===== src/rtl/wpc_ram.sv =====
// wpc_ram: generic single-write, single-read memory with registered read data
// no dependencies
module wpc_ram #(
  parameter int WIDTH = 16,
  parameter int DEPTH = 128
) (
  input  logic                     clk,
  input  logic                     wr_en,
  input  logic [$clog2(DEPTH)-1:0] wr_addr,
  input  logic [WIDTH-1:0]         wr_data,
  input  logic                     rd_en,
  input  logic [$clog2(DEPTH)-1:0] rd_addr,
  output logic [WIDTH-1:0]         rd_data
);

  logic [WIDTH-1:0] mem [DEPTH];

  always_ff @(posedge clk) begin
    if (wr_en) begin
      mem[wr_addr] <= wr_data;
    end
    if (rd_en) begin
      rd_data <= mem[rd_addr];
    end
  end

endmodule


===== config.mk =====
export PLATFORM = sky130hd
export DESIGN_NAME = wpc_ram
export DESIGN_NICKNAME = d
export VERILOG_FILES = /design/src/rtl/wpc_ram.sv
export SDC_FILE = /design/constraint.sdc
export NUM_CORES = 2
export LEC_CHECK = 0
export ABC_CLOCK_PERIOD_IN_PS = 3990
export BUFFER_PORTS_ARGS = -buffer_cell sky130_fd_sc_hd__buf_2
export CAP_MARGIN = 10
export CORE_MARGIN = 10
export CORE_UTILIZATION = 25
export DETAILED_ROUTE_END_ITERATION = 8
export PLACE_DENSITY_LB_ADDON = 0.3
export SYNTH_ARGS = -nofsm -noshare
export SYNTH_HDL_FRONTEND = slang
export SYNTH_SLANG_ARGS = --single-unit

===== constraint.sdc =====
create_clock -name clk -period 3.99 [get_ports clk]
set_input_delay 0.798 -clock clk [delete_from_list [all_inputs] [get_ports clk]]
set_output_delay 0.798 -clock clk [all_outputs]
set_load 0.05 [all_outputs]

Word level (Yosys, flattened, before mapping)
Memories as Yosys holds them, arrays and structs flattened. A register that Yosys moved wholly into a read port is not among the register bits.
Cells that the tools add are included.
{"block": "op_classes", "muxes": 2}
{"op": "two-way mux 1 bit", "n": 2}
{"block": "word_totals", "ff_bits": 0, "ramBits": 2048, "in_bits": 33, "n_memories": 1}
{"memory": "mem", "depth": 128, "width": 16, "rd": 1, "rd_clocked_by_memory_dff": 1, "write_ports": 1, "line_no": "16", "rtl": "logic [WIDTH-1:0] mem [DEPTH];"}

Logic depth before layout (Yosys ltp)
{"block": "depth", "depth_word": 2, "ltp_mapped": 7, "depth_no_buf": 4}

Worst setup path after synthesis
Ideal clock, no wire load.
{"block": "synth_timing", "kind": "input port to flip-flop", "from": "in rd_addr[0]", "to": "reg rd_data[0], read port of mem, data pin", "setup_ns": 0.260, "arrival_time_ns": 3.173, "required_time_ns": 3.730, "slack_ns": 0.558, "stages": 6, "cell_sequence": "buf_2 -> buf_1 -> mux4_2 -> mux4_2 -> mux4_2 -> mux2_2"}
{"element": "start, declared", "line_no": "12", "rtl": "input logic [$clog2(DEPTH)-1:0] rd_addr,"}
{"element": "end, declared", "line_no": "13", "rtl": "output logic [WIDTH-1:0] rd_data"}

==> metrics.yaml <==
status:
  outcome: "finished clean"
critical_path:
  crit_slowest_cell: "mux4_2"
  worstSetupStartpointType: "input pin"
  path_common_cell: "mux4_2"
  path_class: "input pin to register"
  required_ns: 4.60
  crit_path_max_incr_delay_ns: 0.59
  worst-path-buf-inv: 4
  path_cells: "buf_8 > buf_12 > buf_12 > buf_4 > mux4_2 > mux4_2 > mux4_2 > mux2_2"
  crit_arrival_ns: 3.68
  path_delay_family: "multiplexers"
  endpoint_kind: "register"
  cp_max_fo: 25
place:
  dpl-instance-area_sq_mm: 0.08675
  place_hpwl_microns: 130200
  io_buffers: 48
  gp_congestion: 0.7547
  pre_cts_ws_ns: -0.009092
die:
  fp.dieH_microns: 581.0
  fp-row-count: 205
  initial_utilization_pct: 25.16
  die_area_sq_mm: 0.3376
  io_pins: 49
  die_w_microns: 581.0
  coreArea_sq_mm: 0.3127
drt:
  wl_microns: 215000
  dr.pass1.iters: 5
  drc: 0
  avgViaCountPerCell: 4.540
  wire_per_inst_microns: 27.52
  vias: 35460
  first_iter_violations: 3494
  drtAntennaViolNets: 0
cts:
  cts.repair.resized: 0
  cts_buffer_depth: 4
  cts_tree: "yes"
  cts_sinks: 2064
  postCtsSetupBuffers: 0
  clk_latency_ns: 0.86
  holdBufCountCts: 0
  cts_root_buffer: "clkbuf_16"
  clk_pin_slew_ns: 0.06
  h-tree-depth: 4
  cts_buffers: 217
logic_synthesis:
  yosys.cell_types.count: 16
  yosysWarnings: 0
  yosysSeqAreaShare_pct: 78.77
  syn_inst: 3086
  synthesis.area_sq_mm: 0.07868
  synth_nets: 3119
  syn_area_per_cell_sq_um: 25.50
  ys_seq_elements: 2064
hold_path:
  hold_class: "input pin to register"
timing:
  fmax_mhz: 326.2
  tightest_slew_ns: 1.147
  fin_crit_ns: 3.066
  drv_slew: 0
  setup_ws_ns: 0.9245
  hold_slack_ns: 0.4853
  hold_viol: 0
  tns_ns: 0
  setup-violations-final: 0
  skew_ns: 0.04768
  slew_headroom_pct: 23.56
  rsz0062_at_grt: "no"
  min_period_over_period_pct: 76.83
final_layout:
  layout_commonest_cell: "edfxtp_1"
  fillerInstances: 29780
  multi_input_area_sq_mm: 0.01630
  regArea_sq_mm: 0.06198
  fin_nets: 3517
  syn_to_final_growth_pct: 18.70
  final_cell_mix: "2064 x edfxtp_1, 672 x mux4_2, 251 x buf_4, 219 x clkbuf_16, 99 x nor2_2"
  stdcell_area_sq_mm: 0.09340
  drive_above_1_share_pct: 39.27
global_route:
  grt_start_max_net_pins: 99
  grt_usage_pct: 12.34
  antenna_found_initial: 29
  grt_pass1_vias: 36670
  grt_overflow: 0
  grt_pass1_wl_microns: 300500
power:
  ir_drop_mv: 0.3417
  p_leak_nw: 28.26
  power_density_mw_per_mm2: 488.5
flow_run:
  cap_viol_max_count: 0
[metal layers]
layer,wire (microns),track usage (%)
met5,0,0
met3,10860,1.857
met4,7076,3.767
met2,104000,20.30
met1,93000,16.88
[synth_stat cells]
cell type | n | area (sq um)
nand3_1 | 12 | 60.06
buf_4 | 1 | 7.510
mux2_2 | 16 | 180.2
clkbuf_1 | 82 | 307.8
edfxtp_1 | 2064 | 61980
nand2_1 | 14 | 52.55
nor3_1 | 9 | 45.04
nand2b_1 | 2 | 12.51
nor2_1 | 122 | 457.9
mux4_2 | 672 | 15130
buf_1 | 28 | 105.1
buf_2 | 52 | 260.3
buf_6 | 1 | 11.26
nand4_1 | 3 | 18.77
nor2b_1 | 7 | 43.79
or3_1 | 1 | 6.260
[state kept, by name, indices dropped and copies added (netlist names)]
| register | flops |
|---|---|
| mem | 2048 |
| rd_data | 16 |
[worst paths after layout]
check                    startpoint                    end  slack [ns]  cells past startpoint
min reg2reg  mem[112][10]$_DFFE_PP_  rd_data[10]$_DFFE_PP_        1.21                      4
max                      rd_addr[0]   rd_data[6]$_DFFE_PP_        0.92                      8
min                     wr_data[10]  mem[78][10]$_DFFE_PP_        0.49                      1
max reg2reg    mem[76][1]$_DFFE_PP_   rd_data[1]$_DFFE_PP_        1.35                      4
[final cells by class]
type	count	share of cell area (%)
Antenna cell	18	0.04823
Clock buffer	272	6.081
Clock inverter	115	0.9914
Multi-Input combinational cell	858	17.46
Sequential cell	2064	66.36
Tap cell	4140	5.546
Timing Repair Buffer	343	3.514
[power breakdown]
group	internal (mW)	switching, mW
Sequential	24.0	0.0768
Clock	10.8	8.28
Combinational	0.988	1.47
Total	35.8	9.83
[cell families (layout without fill, tap and decap cells)]
kind of cell           after synthesis  in the layout  share of synthesized area (%)
DFF                               2064           2064                          78.77
other                                0             18                              0
buffers and inverters              164            730                         0.8794
and+or+nand+nor                    170            170                         0.8857
muxes                              688            688                          19.46
[stage by stage]
stage          cells  power (mW)  util [%]
3_5_place_dp    7405       27.02     27.74
6_report        7810       45.63     29.87
4_1_cts         7792       46.18     29.86
3_3_place_gp    7405       27.00     27.74
2_1_floorplan   3086       25.69         -
5_1_grt         7800       47.07     29.86
Power figures use the tool's default switching activity.
